$ cat src/matched_line_extent_extractor_top_macros.svh
// Assertion helpers for the line extent extractor.
`ifndef MATCHED_LINE_EXTENT_EXTRACTOR_TOP_MACROS_SVH
`define MATCHED_LINE_EXTENT_EXTRACTOR_TOP_MACROS_SVH

// Same-cycle implication, checked out of reset.
`define MLEE_ASSERT_NOW(lbl, ante, cons) \
  lbl: assert property (@(posedge clk) disable iff (!rst_n) (ante) |-> (cons)) \
    else $error("mlee: same-cycle check failed");

// Next-cycle implication, checked out of reset.
`define MLEE_ASSERT_NEXT(lbl, ante, cons) \
  lbl: assert property (@(posedge clk) disable iff (!rst_n) (ante) |=> (cons)) \
    else $error("mlee: next-cycle check failed");

`endif

$ cat src/mlee_pkg.sv
package mlee_pkg;

  localparam int LINE_W = 32;
  localparam int OUT_W  = 32;

  localparam logic [7:0] BYTE_LF       = 8'h0A;
  localparam logic [7:0] BYTE_CR       = 8'h0D;
  localparam logic [7:0] BYTE_NEL_LAST = 8'h85;
  localparam logic [7:0] BYTE_NUL      = 8'h00;

  // queue between front and back
  localparam int QDEPTH = 2;
  localparam int QPTR_W = 1;
  localparam int QCNT_W = 2;

  typedef struct packed {
    logic full;
    logic empty;
  } q_stat_t;

endpackage

$ cat src/matched_line_extent_extractor_top.sv
// Matched line extent extractor.
// Input channel (in_*): one text byte position per item, with the next byte,
//   a line-break flag, a match flag and a last-position flag.
// Result channel (out_*): one item per matched break: line number, first and
//   last byte position to output, an empty flag and a newline request.
// cfg_wr_en/cfg_wr_data write normalize_breaks; write only while idle.
// Throughput: one input item per cycle while in_stall is low. The front
//   updates line state per item; the only loop is that state update.
// Path: an accepted item's record is written to the queue, then popped
//   into the output register, where out_valid shows it once the output
//   side is free.
// A two-entry queue sits between front and back; in_stall rises only when
//   it is full, so the input keeps flowing while a result waits.
// When out_stall is high the result holds; the queue fills, then in_stall.
// Reset (rst_n low, synchronous): position 0, line 1, queue and output
//   empty, normalize_breaks 0. No clearing pass.
// An item with is_final set is processed, then line state returns to reset.
`include "matched_line_extent_extractor_top_macros.svh"

module matched_line_extent_extractor_top #(
  parameter int POS_WIDTH = 32
) (
  input  logic                        clk,
  input  logic                        rst_n,
  input  logic                        cfg_wr_en,
  input  logic                        cfg_wr_data,
  input  logic                        in_valid,
  output logic                        in_stall,
  input  logic [7:0]                  in_text_byte,
  input  logic [7:0]                  in_following_byte,
  input  logic                        in_is_break,
  input  logic                        in_is_match,
  input  logic                        in_is_final,
  output logic                        out_valid,
  input  logic                        out_stall,
  output logic [mlee_pkg::LINE_W-1:0] out_line_number,
  output logic [mlee_pkg::OUT_W-1:0]  out_start_pos,
  output logic [mlee_pkg::OUT_W-1:0]  out_end_pos,
  output logic                        out_is_empty,
  output logic                        out_add_newline
);

  // record: {normalize, line number, start, end}
  localparam int REC_W = 1 + mlee_pkg::LINE_W + 2 * POS_WIDTH;

  logic              accept;
  logic              push, pop;
  logic [REC_W-1:0]  push_data, q_data;
  mlee_pkg::q_stat_t q_stat;

  assign in_stall = q_stat.full;
  assign accept   = in_valid && !in_stall;

  // front: line tracking and extent bounds
  mlee_front #(
    .POS_WIDTH(POS_WIDTH),
    .REC_W    (REC_W)
  ) u_front (
    .clk           (clk),
    .rst_n         (rst_n),
    .cfg_wr_en     (cfg_wr_en),
    .cfg_wr_data   (cfg_wr_data),
    .accept        (accept),
    .text_byte     (in_text_byte),
    .following_byte(in_following_byte),
    .is_break      (in_is_break),
    .is_match      (in_is_match),
    .is_final      (in_is_final),
    .push          (push),
    .push_data     (push_data)
  );

  mlee_fifo #(
    .W(REC_W)
  ) u_fifo (
    .clk      (clk),
    .rst_n    (rst_n),
    .push     (push),
    .push_data(push_data),
    .pop      (pop),
    .pop_data (q_data),
    .stat     (q_stat)
  );

  // back: length, last byte, empty flag, output register
  mlee_back #(
    .POS_WIDTH(POS_WIDTH),
    .REC_W    (REC_W)
  ) u_back (
    .clk            (clk),
    .rst_n          (rst_n),
    .q_stat         (q_stat),
    .q_data         (q_data),
    .pop            (pop),
    .out_valid      (out_valid),
    .out_stall      (out_stall),
    .out_line_number(out_line_number),
    .out_start_pos  (out_start_pos),
    .out_end_pos    (out_end_pos),
    .out_is_empty   (out_is_empty),
    .out_add_newline(out_add_newline)
  );

  // a queued record with a free output reaches the output next cycle
  `MLEE_ASSERT_NEXT(a_drain, (!q_stat.empty && !out_stall), out_valid)
  // a pushed record is in the queue next cycle
  `MLEE_ASSERT_NEXT(a_push_held, push, !q_stat.empty)
  // only an accepted matched break queues a record
  `MLEE_ASSERT_NOW(a_push_src, push, (accept && in_is_break && in_is_match))

endmodule

$ cat src/mlee_front.sv
module mlee_front #(
  parameter int POS_WIDTH = 32,
  parameter int REC_W     = 1 + mlee_pkg::LINE_W + 2 * POS_WIDTH
) (
  input  logic                 clk,
  input  logic                 rst_n,
  input  logic                 cfg_wr_en,
  input  logic                 cfg_wr_data,
  input  logic                 accept,
  input  logic [7:0]           text_byte,
  input  logic [7:0]           following_byte,
  input  logic                 is_break,
  input  logic                 is_match,
  input  logic                 is_final,
  output logic                 push,
  output logic [REC_W-1:0]     push_data
);

  localparam logic [POS_WIDTH-1:0] ONE = POS_WIDTH'(1);
  localparam logic [POS_WIDTH-1:0] TWO = POS_WIDTH'(2);

  logic                        norm_r;
  logic [POS_WIDTH-1:0]        position_r, position_nxt;
  logic [POS_WIDTH-1:0]        cur_start_r, cur_start_nxt;
  logic [mlee_pkg::LINE_W-1:0] line_count_r, line_count_nxt;
  logic                        start_lf_r, start_lf_nxt;
  logic                        start_pend_r, start_pend_nxt;
  logic [7:0]                  prev_byte_r;

  logic                 pend1, lf1, lf_start;
  logic [POS_WIDTH-1:0] pos_p1, pos_m1, ext_start, ext_end, new_start;

  always_comb begin
    pend1  = start_pend_r;
    lf1    = start_lf_r;
    pos_p1 = position_r + ONE;
    pos_m1 = position_r - ONE;
    // first byte of the line arrives now
    if (start_pend_r && (position_r == cur_start_r)) begin
      lf1   = (text_byte == mlee_pkg::BYTE_LF);
      pend1 = 1'b0;
    end
    if (pend1) begin
      lf_start = (cur_start_r == pos_p1) && (following_byte == mlee_pkg::BYTE_LF);
    end else begin
      lf_start = lf1;
    end
    ext_start = (lf_start && (cur_start_r != position_r)) ? cur_start_r + ONE : cur_start_r;

    ext_end = position_r;
    if (norm_r) begin
      if (text_byte == mlee_pkg::BYTE_NEL_LAST) begin
        ext_end = pos_m1;
      end else if (text_byte > mlee_pkg::BYTE_CR) begin
        ext_end = position_r - TWO;
      end
    end else begin
      if (text_byte == mlee_pkg::BYTE_NUL) begin
        ext_end = pos_m1;
      end else if ((text_byte == mlee_pkg::BYTE_CR) &&
                   (following_byte == mlee_pkg::BYTE_LF)) begin
        ext_end = pos_p1;
      end
    end

    new_start = is_match ? ext_end + ONE : pos_p1;

    position_nxt   = pos_p1;
    cur_start_nxt  = cur_start_r;
    line_count_nxt = line_count_r;
    start_lf_nxt   = lf1;
    start_pend_nxt = pend1;
    if (is_break) begin
      cur_start_nxt  = new_start;
      line_count_nxt = line_count_r + mlee_pkg::LINE_W'(1);
      if (new_start == pos_m1) begin
        start_lf_nxt   = (prev_byte_r == mlee_pkg::BYTE_LF);
        start_pend_nxt = 1'b0;
      end else if (new_start == position_r) begin
        start_lf_nxt   = (text_byte == mlee_pkg::BYTE_LF);
        start_pend_nxt = 1'b0;
      end else begin
        start_lf_nxt   = 1'b0;
        start_pend_nxt = 1'b1;
      end
    end
    if (is_final) begin
      position_nxt   = '0;
      cur_start_nxt  = '0;
      line_count_nxt = mlee_pkg::LINE_W'(1);
      start_lf_nxt   = 1'b0;
      start_pend_nxt = 1'b1;
    end
  end

  assign push      = accept && is_break && is_match;
  assign push_data = {norm_r, line_count_r, ext_start, ext_end};

  always_ff @(posedge clk) begin
    if (!rst_n) begin
      norm_r       <= 1'b0;
      position_r   <= '0;
      cur_start_r  <= '0;
      line_count_r <= mlee_pkg::LINE_W'(1);
      start_lf_r   <= 1'b0;
      start_pend_r <= 1'b1;
      prev_byte_r  <= '0;
    end else begin
      if (cfg_wr_en) begin
        norm_r <= cfg_wr_data;
      end
      if (accept) begin
        position_r   <= position_nxt;
        cur_start_r  <= cur_start_nxt;
        line_count_r <= line_count_nxt;
        start_lf_r   <= start_lf_nxt;
        start_pend_r <= start_pend_nxt;
        prev_byte_r  <= is_final ? 8'h00 : text_byte;
      end
    end
  end

endmodule

$ cat src/mlee_fifo.sv
module mlee_fifo #(
  parameter int W = 97
) (
  input  logic               clk,
  input  logic               rst_n,
  input  logic               push,
  input  logic [W-1:0]       push_data,
  input  logic               pop,
  output logic [W-1:0]       pop_data,
  output mlee_pkg::q_stat_t  stat
);

  logic [W-1:0]                mem [mlee_pkg::QDEPTH];
  logic [mlee_pkg::QPTR_W-1:0] wr_ptr_r, rd_ptr_r;
  logic [mlee_pkg::QCNT_W-1:0] cnt_r, cnt_nxt;

  always_comb begin
    cnt_nxt = cnt_r;
    if (push && !pop) begin
      cnt_nxt = cnt_r + mlee_pkg::QCNT_W'(1);
    end else if (pop && !push) begin
      cnt_nxt = cnt_r - mlee_pkg::QCNT_W'(1);
    end
  end

  assign pop_data   = mem[rd_ptr_r];
  assign stat.full  = (cnt_r == mlee_pkg::QCNT_W'(mlee_pkg::QDEPTH));
  assign stat.empty = (cnt_r == '0);

  always_ff @(posedge clk) begin
    if (push) begin
      mem[wr_ptr_r] <= push_data;
    end
  end

  always_ff @(posedge clk) begin
    if (!rst_n) begin
      wr_ptr_r <= '0;
      rd_ptr_r <= '0;
      cnt_r    <= '0;
    end else begin
      cnt_r <= cnt_nxt;
      if (push) begin
        wr_ptr_r <= wr_ptr_r + mlee_pkg::QPTR_W'(1);
      end
      if (pop) begin
        rd_ptr_r <= rd_ptr_r + mlee_pkg::QPTR_W'(1);
      end
    end
  end

endmodule

$ cat src/mlee_back.sv
module mlee_back #(
  parameter int POS_WIDTH = 32,
  parameter int REC_W     = 1 + mlee_pkg::LINE_W + 2 * POS_WIDTH
) (
  input  logic                        clk,
  input  logic                        rst_n,
  input  mlee_pkg::q_stat_t           q_stat,
  input  logic [REC_W-1:0]            q_data,
  output logic                        pop,
  output logic                        out_valid,
  input  logic                        out_stall,
  output logic [mlee_pkg::LINE_W-1:0] out_line_number,
  output logic [mlee_pkg::OUT_W-1:0]  out_start_pos,
  output logic [mlee_pkg::OUT_W-1:0]  out_end_pos,
  output logic                        out_is_empty,
  output logic                        out_add_newline
);

  logic                        rec_norm;
  logic [mlee_pkg::LINE_W-1:0] rec_line;
  logic [POS_WIDTH-1:0]        rec_start, rec_end, len, last;
  logic                        valid_r;

  assign {rec_norm, rec_line, rec_start, rec_end} = q_data;

  always_comb begin
    if (rec_norm) begin
      len  = rec_end - rec_start;
      last = rec_end - POS_WIDTH'(1);
    end else begin
      len  = rec_end - rec_start + POS_WIDTH'(1);
      last = rec_end;
    end
  end

  assign pop       = !q_stat.empty && (!valid_r || !out_stall);
  assign out_valid = valid_r;

  always_ff @(posedge clk) begin
    if (pop) begin
      out_line_number <= rec_line;
      out_start_pos   <= mlee_pkg::OUT_W'(rec_start);
      out_end_pos     <= mlee_pkg::OUT_W'(last);
      out_is_empty    <= (len == '0) || len[POS_WIDTH-1];
      out_add_newline <= rec_norm;
    end
  end

  always_ff @(posedge clk) begin
    if (!rst_n) begin
      valid_r <= 1'b0;
    end else if (pop) begin
      valid_r <= 1'b1;
    end else if (!out_stall) begin
      valid_r <= 1'b0;
    end
  end

endmodule
$ cat config.mk
export PLATFORM = sky130hd
export DESIGN_NAME = matched_line_extent_extractor_top
export DESIGN_NICKNAME = d
export VERILOG_FILES = /design/src/mlee_pkg.sv /design/src/matched_line_extent_extractor_top.sv /design/src/mlee_front.sv /design/src/mlee_fifo.sv /design/src/mlee_back.sv
export VERILOG_INCLUDE_DIRS = /design/src /design/src/src
export SDC_FILE = /design/constraint.sdc
export NUM_CORES = 1
export LEC_CHECK = 0
export BUFFER_PORTS_ARGS = -buffer_cell sky130_fd_sc_hd__buf_2
export CORE_MARGIN = 8
export CORE_UTILIZATION = 40
export CTS_CLUSTER_SIZE = 25
export DETAILED_ROUTE_END_ITERATION = 6
export GPL_TIMING_DRIVEN = 0
export HOLD_SLACK_MARGIN = 0.03
export PLACE_DENSITY = 0.58
export SLEW_MARGIN = 15
export SYNTH_ARGS = -nofsm -noshare
export SYNTH_HDL_FRONTEND = slang
export SYNTH_SLANG_ARGS = --single-unit
$ cat constraint.sdc
create_clock -name clk -period 8.3 [get_ports clk]
set_input_delay 1.66 -clock clk [delete_from_list [all_inputs] [get_ports clk]]
set_output_delay 1.66 -clock clk [all_outputs]
set_load 0.005 [all_outputs]
## Word-level counts from Yosys, hierarchy flattened

Memory sizes are Yosys's and may differ from the RTL's. A register that Yosys moved wholly into a read port is not among the register bits.
Cells that the tools add are included.
Widths: inputs -> output; s select.

| storage, ports and cells | value |
|---|---|
| register bits after elaboration | 210 |
| RAM bits | 194 |
| input port bits | 25 |
| output and inout port bits | 100 |
| word-level logic and storage cells | 101 |
| memories kept | 1 |

| operators by class | value |
|---|---|
| add/subtract/negate cells | 13 |
| $lt $le $gt $ge | 1 |
| eq/ne operators | 12 |
| mux-type cells | 34 |
| reductions and logical operators | 24 |

Memories:

| memory | words | width | rd ports | clocked after Yosys merged registers in | write ports | RTL line | source |
|---|---|---|---|---|---|---|---|
| u_fifo.mem | 2 | 97 | 1 | 1 | 1 | mlee_fifo.sv:13 | `logic [W-1:0] mem [mlee_pkg::QDEPTH];` |

Operator list:

| cell | number |
|---|---|
| $mux 32 | 14 |
| $add 32x1->32 const B | 5 |
| $eq 32x32->1 | 4 |
| $sub 32x1->32 const B | 2 |
| $eq 8x4->1 const B | 4 |
| $logic_not 32->1 | 1 |
| $ne 32x32->1 | 1 |
| $sub 32x2->32 const B | 1 |
| $sub 32x32->32 | 1 |
| $mux 1 | 17 |
| $logic_and 1x1->1 | 10 |
| $eq 8x8->1 const B | 1 |
| $gt 8x4->1 const B | 1 |
| $logic_not 8->1 | 1 |
| $mux 8 | 1 |
| $logic_not 1->1 | 6 |
| $mux 2 | 2 |
| $reduce_bool 2->1 | 2 |
| $add 1x1->1 const B | 2 |
| $add 2x1->2 const B | 1 |
| $eq 2x2->1 const B | 1 |
| $logic_not 2->1 | 1 |
| $logic_or 1x1->1 | 2 |
| $ne 2x1->1 const B | 1 |
| 2 further kinds | 2 |

## Logic depth before layout (Yosys ltp)

| logic depth | value |
|---|---|
| depth after elaboration | 12 |
| gate-level depth with buffers | 21 |
| mapped depth without buffers | 15 |

## Cells and area by module

From an unflattened synthesis, not the netlist that was laid out.

| second synthesis, totals | value |
|---|---|
| cell total of the unflattened synthesis | 2,308 |
| area total of the unflattened synthesis | 23,939.2 µm² |

Modules (own cells, without submodules):

| module | instances | cells each | area an instance (µm²) | seq. area each (µm²) |
|---|---|---|---|---|
| mlee_front | 1 | 1,380 | 10,229.8 | 2,142.1 |
| mlee_fifo | 1 | 324 | 7,333.3 | 5,925.7 |
| mlee_back | 1 | 603 | 6,362.4 | 2,962.8 |
| matched_line_extent_extractor_top | 1 | 1 | 13.8 | 0.0 |

## Worst setup path after synthesis

Ideal clock, no wire load.

| timing | value |
|---|---|
| kind | flip-flop to flip-flop |
| from | register with a tool-made name |
| to | register u_back.out_is_empty (data pin) |
| setup time | 0.258 ns |
| arrival time | 6.629 ns |
| required time | 8.042 ns |
| path slack | 1.413 ns |
| cell stages (with the launch flop) | 22 |
| path buffers | 7 |
| period minus slack after synthesis | 6.887 ns |
| cell sequence | dfxtp_1 > clkbuf_1 > clkbuf_1 > clkbuf_1 > buf_1 > clkbuf_1 > buf_1 > mux2i_1 > ha_1 > buf_2 > and4_1 > and3_1 > a211o_1 > or4_1 > a31oi_1 > xor2_1 > or2_2 > or2_1 > or4_1 > or4b_1 > a22oi_1 > nor3_1 |

RTL lines:

| element | RTL line | source |
|---|---|---|
| to (signal assigned) | mlee_back.sv:44 | `out_is_empty <= (len == '0) \|\| len[POS_WIDTH-1];` |
| to (decl) | mlee_back.sv:15 | `output logic out_is_empty,` |

==> results.txt <==
The clock network is responsible for between 30% and 40% of the overall power. The final route contains 18490 vias. The number of synthesized register bits is approximately 410. Summing every instance area after synthesis gives between 20000 and 25000 um^2. The post-CTS repair timing setup buffer count came out at 0.

During placement, the flow inserted port buffers numbering 122. The synthesized netlist devotes 2.285% of its cell area to adder and majority cells. The fraction of the mapped netlist area in compound gates came out at a little under an eighth.

The worst hold path belongs to the class flop to flop. The layout overhead on the synthesized area is 14.33%. Traced cell by cell, the critical path runs through clkbuf_2, clkbuf_2, buf_2, clkbuf_2, clkdlybuf4s15_2, mux2_2, ha_1, fa_1, nand2b_1, a21o_1, a211oi_1, or3_1, nand4_1, nor4_2, nand2_1, a221oi_1, inv_1, a2111oi_2, a21oi_1, nor3_1.

The die covers 66300 um^2. Across the run, the number of max-cap violations was 0. The master of the slowest instance on the critical path is sky130_fd_sc_hd__nor4_2. TritonCTS built the clock tree. The required time at the endpoint of the critical path came out at 8700 ps.

The remaining antenna violation count after routing came out at 0. Counting both buffers and inverters, the worst setup path holds a total of 6. The count of antenna diodes in the layout is 0. Setup repair after global routing left no endpoint under its margin.

The number of placed cells counting well taps came out at 3221. The clock passes through at most 3 buffers. The biggest fanout along the worst timing path came out at 19. The count of distinct cell types in the synthesized netlist came out at 100. Setup slack on the worst reg-to-reg path comes out at 580 ps.

In this design, the largest share of critical-path delay is due to buffers and inverters. Setup violations remaining at the end of the flow were counted as 0. The clock sink count is 405. The shortest period the worst path allows is 7720 ps. The row count came out at 88. The starting utilization of the core area came out at 40.43%. Of the available clock period, the critical path in the final layout requires 93.02%. The flow ran to the end, and the final reports show no timing, DRC or antenna violations. TritonCTS created 44 clock buffers. The number of flops mapped to enable cells by yosys is 292.

At the end of the flow, the number of nets in the layout was 2568. The first detailed-routing pass ran for 5 iterations. The remaining max-slew budget at the tightest pin came out at 21.82%. The clock skew came out at about 14 ps. The number of hold-slack violations in the final timing report came out at 0.

The tree is rooted in a sky130_fd_sc_hd__clkbuf_16. The gate count of the mapped netlist is 2327. Dividing the detail-routed wire length by the instance count gives between 20 and 25 um.

The average footprint of a synthesized cell came out at 10.02 um^2. The peak clock frequency supported by timing is 0.1295 GHz. The worst path arrival time is 8120 ps. STA classifies the critical path endpoint as a flop. The proportion of register bits with asynchronous set or reset after synthesis came out at 0%. Summed over all cells, the static leakage comes to 9.736 nW. The delay of the slowest cell on the worst path came out at 660 ps. For this run, design rule violations remaining after detail routing come to 0. The number of DRC violations after detailed-routing iteration 0 came out at 1103. The mux share of post-synthesis cell area came out at just over 5%.

After global routing the overflow that remains totals 0. The pin count of the biggest net entering global routing is 79. The total routed wirelength is 71.86 mm. The HPWL after detailed placement is 55.60 mm.

STA classifies the critical path startpoint as a flop. The switching part of the total came out at 32.99%. The height of the chip came out at between 200 and 300 um. The measured slew at the worst slew-check pin came out at 1163 ps. Pin placement for this block handled approximately 130 I/O pins. Counting every net in the synthesized netlist gives 2394. After Yosys synthesis, and, or, nand and nor cells account for 19.53% of the synthesized area. The sequential share of power came out at 38.2%.

The number of antenna violations at the first check in global routing is 0. After synthesis, the largest family of logic cells by area is simple AND/OR/NAND/NOR gates. The number of levels the H-tree was split into is 2. The total global routing track utilization is 20.91%. The total count of max-transition violations in the final report came out at 0. In the synthesized netlist the dominant register cell turns out to be sky130_fd_sc_hd__edfxtp_1. The weighted congestion reported at the end of routability-driven placement came out at 0.9673. The fraction of layout instances using a drive strength above 1 came out at 13.72%.

The share of power burned in combinational logic is 31.3%. After filler insertion, the fill cell instance count of the layout stands at 5454. The clock edge transition at the registers on the reported setup and hold paths is 60 ps. In this run the standard cell core region covers 57700 um^2. VDD sags by at most 0.1929 mV. The clock latency on the worst-skew pair came out at 570 ps. The floorplan die width came out at 257.5 um.

The most numerous cell type found on the critical path is sky130_fd_sc_hd__clkbuf_2. By startpoint and endpoint, the worst setup path is classified as flop to flop. The sequential element share of the synthesized area is 47.29%. The finished layout holds between 3000 and 4000 standard cells, fillers aside. The warning count from the yosys run came out at 0. The switching power of the nets is 2.258 mW. The via count of the first global-routing pass came out at 17970. The post-synthesis xor/xnor area fraction is between 10 and 15%. The worst-case hold slack came out at 466.0 ps. The design internal power is 4.585 mW. The global-route wire length before repair came out at ~110 mm.

The via-per-instance ratio came out at around 5.6. The power density over the cells is 256.6 nW/um^2.
[area by class of cell]
cell class,instances,area (um^2),area share [%]
multi-input cells,1703,11450,42.95
flip-flops and latches,405,11030,41.36
clock buffers,51,1200,4.499
well taps,765,957.2,3.589
repair buffers,129,768.2,2.881
plain buffers,133,578.1,2.168
clock inverters,30,356.6,1.337
inverters,85,324.1,1.215
[power groups by stage]
stage | clock [mW] | sequential [mW] | combinational, mW
6_report | 2.09 | 2.61 | 2.14
3_5_place_dp | 0 | 2.66 | 2.15
3_3_place_gp | 0 | 2.70 | 2.09
5_1_grt | 2.20 | 2.64 | 2.36
4_1_cts | 2.14 | 2.62 | 2.16
2_1_floorplan | 0 | 2.71 | 1.35
[metrics by stage]
| step | TNS, ps | total power [mW] | cell area (um^2) | worst slack (ps) | util [%] |
|---|---|---|---|---|---|
| 2_1_floorplan | 0 | 4.064 | 23320 | 1413 | - |
| 3_3_place_gp | -167780 | 4.791 | 24890 | -1723 | 43.15 |
| 3_5_place_dp | -1683 | 4.811 | 25100 | -1683 | 43.50 |
| 4_1_cts | 0 | 6.915 | 26670 | 151.1 | 46.22 |
| 5_1_grt | 0 | 7.201 | 26670 | 38.01 | 46.22 |
| 6_report | 0 | 6.843 | 26670 | 579.7 | 46.22 |
[kinds of logic after synthesis]
group / Yosys count
simple gates: 860
compound gates: 424
flops: 405
xor+xnor: 267
buf+inv: 219
mux: 110
fa+ha+maj: 42
[worst register-to-register path, delay by kind of cell, from the launching register on]
kind,cells,cell delay (ps)
muxes,1,430
buffers and inverters,6,2470
adders and majority gates,2,620
and+or+nand+nor,6,1580
AOI/OAI and AO/OA,5,1980
DFF,1,480
[per-layer routing]
layer	wire length [um]	global-route usage [%]	vias up
li1	-	-	8859
met1	30790	27.26	8838
met2	33270	34.27	643
met3	4369	3.005	146
met4	3431	9.342	0
met5	0	0	-
[registers in the layout, summed over array words and instances, names as in the netlist, 8 cells and up, named ones only]
| name | cells |
|---|---|
| u_back.out_end_pos | 32 |
| u_back.out_line_number | 32 |
| u_back.out_start_pos | 32 |
| u_fifo.mem | 194 |
| u_front.cur_start_r | 32 |
| u_front.line_count_r | 32 |
| u_front.position_r | 32 |
| u_front.prev_byte_r | 8 |
[cells in the mapped netlist, types with 9 or more instances]
cell type	n	area share, %
sky130_fd_sc_hd__xnor2_1	130	4.9
sky130_fd_sc_hd__mux2i_1	56	2.4
sky130_fd_sc_hd__nor4_1	41	1.1
sky130_fd_sc_hd__o21ai_0	123	2.6
sky130_fd_sc_hd__clkbuf_1	78	1.3
sky130_fd_sc_hd__nor2b_1	35	0.94
sky130_fd_sc_hd__a21oi_1	92	2.0
sky130_fd_sc_hd__mux2_2	53	2.6
sky130_fd_sc_hd__o31ai_1	9	0.29
sky130_fd_sc_hd__o21a_1	11	0.35
sky130_fd_sc_hd__nor2_1	161	2.6
sky130_fd_sc_hd__inv_1	83	1.3
sky130_fd_sc_hd__or4_1	17	0.55
sky130_fd_sc_hd__buf_2	20	0.43
sky130_fd_sc_hd__a31oi_1	20	0.54
sky130_fd_sc_hd__o21ai_1	11	0.24
sky130_fd_sc_hd__o211ai_1	12	0.39
sky130_fd_sc_hd__a21o_1	11	0.35
sky130_fd_sc_hd__nand2_1	204	3.3
sky130_fd_sc_hd__nand3_1	89	1.9
sky130_fd_sc_hd__and4_1	15	0.56
sky130_fd_sc_hd__ha_1	41	2.2
sky130_fd_sc_hd__edfxtp_1	292	38
sky130_fd_sc_hd__nand4_1	55	1.5
sky130_fd_sc_hd__nand2b_1	19	0.51
sky130_fd_sc_hd__a21boi_0	23	0.74
sky130_fd_sc_hd__dfxtp_1	113	9.7
sky130_fd_sc_hd__a211oi_1	20	0.64
sky130_fd_sc_hd__and2_1	23	0.62
sky130_fd_sc_hd__buf_1	25	0.40
sky130_fd_sc_hd__nor3b_1	9	0.29
sky130_fd_sc_hd__a22oi_1	18	0.58
sky130_fd_sc_hd__nor3_1	65	1.4
sky130_fd_sc_hd__or3_1	31	0.83
sky130_fd_sc_hd__and3_1	44	1.2
sky130_fd_sc_hd__xor2_1	130	4.9
[path summary, 6_finish.rpt]
| path | end | cells past startpoint | from |
|---|---|---|---|
| setup / recovery | u_back.out_is_empty | 20 | flop |
| hold / removal | u_front.prev_byte_r[3] | 2 | u_front.prev_byte_r[3] |
| setup reg to reg | u_back.out_is_empty | 20 | flop |
| hold reg to reg | u_front.prev_byte_r[3] | 2 | u_front.prev_byte_r[3] |
[timing repair]
| action | 4_1_cts | 5_1_grt |
|---|---|---|
| pin swaps | 0 | 0 |
| setup endpoints to repair | 1 | 1 |
| hold buffers | 0 | 0 |
| resized for setup | 6 | 3 |
[cell usage in the layout, fill, tap and decap left out, types with 65 or more instances in the layout]
cell type                  count
sky130_fd_sc_hd__dfxtp_1     113
sky130_fd_sc_hd__nand3_1      89
sky130_fd_sc_hd__nor3_1       65
sky130_fd_sc_hd__nand2_1     204
sky130_fd_sc_hd__buf_2       143
sky130_fd_sc_hd__edfxtp_1    292
sky130_fd_sc_hd__clkbuf_1     76
sky130_fd_sc_hd__o21ai_0     123
sky130_fd_sc_hd__xor2_1      130
sky130_fd_sc_hd__a21oi_1      92
sky130_fd_sc_hd__inv_1        82
sky130_fd_sc_hd__nor2_1      160
sky130_fd_sc_hd__xnor2_1     130
(Power assumes the default switching activity.)
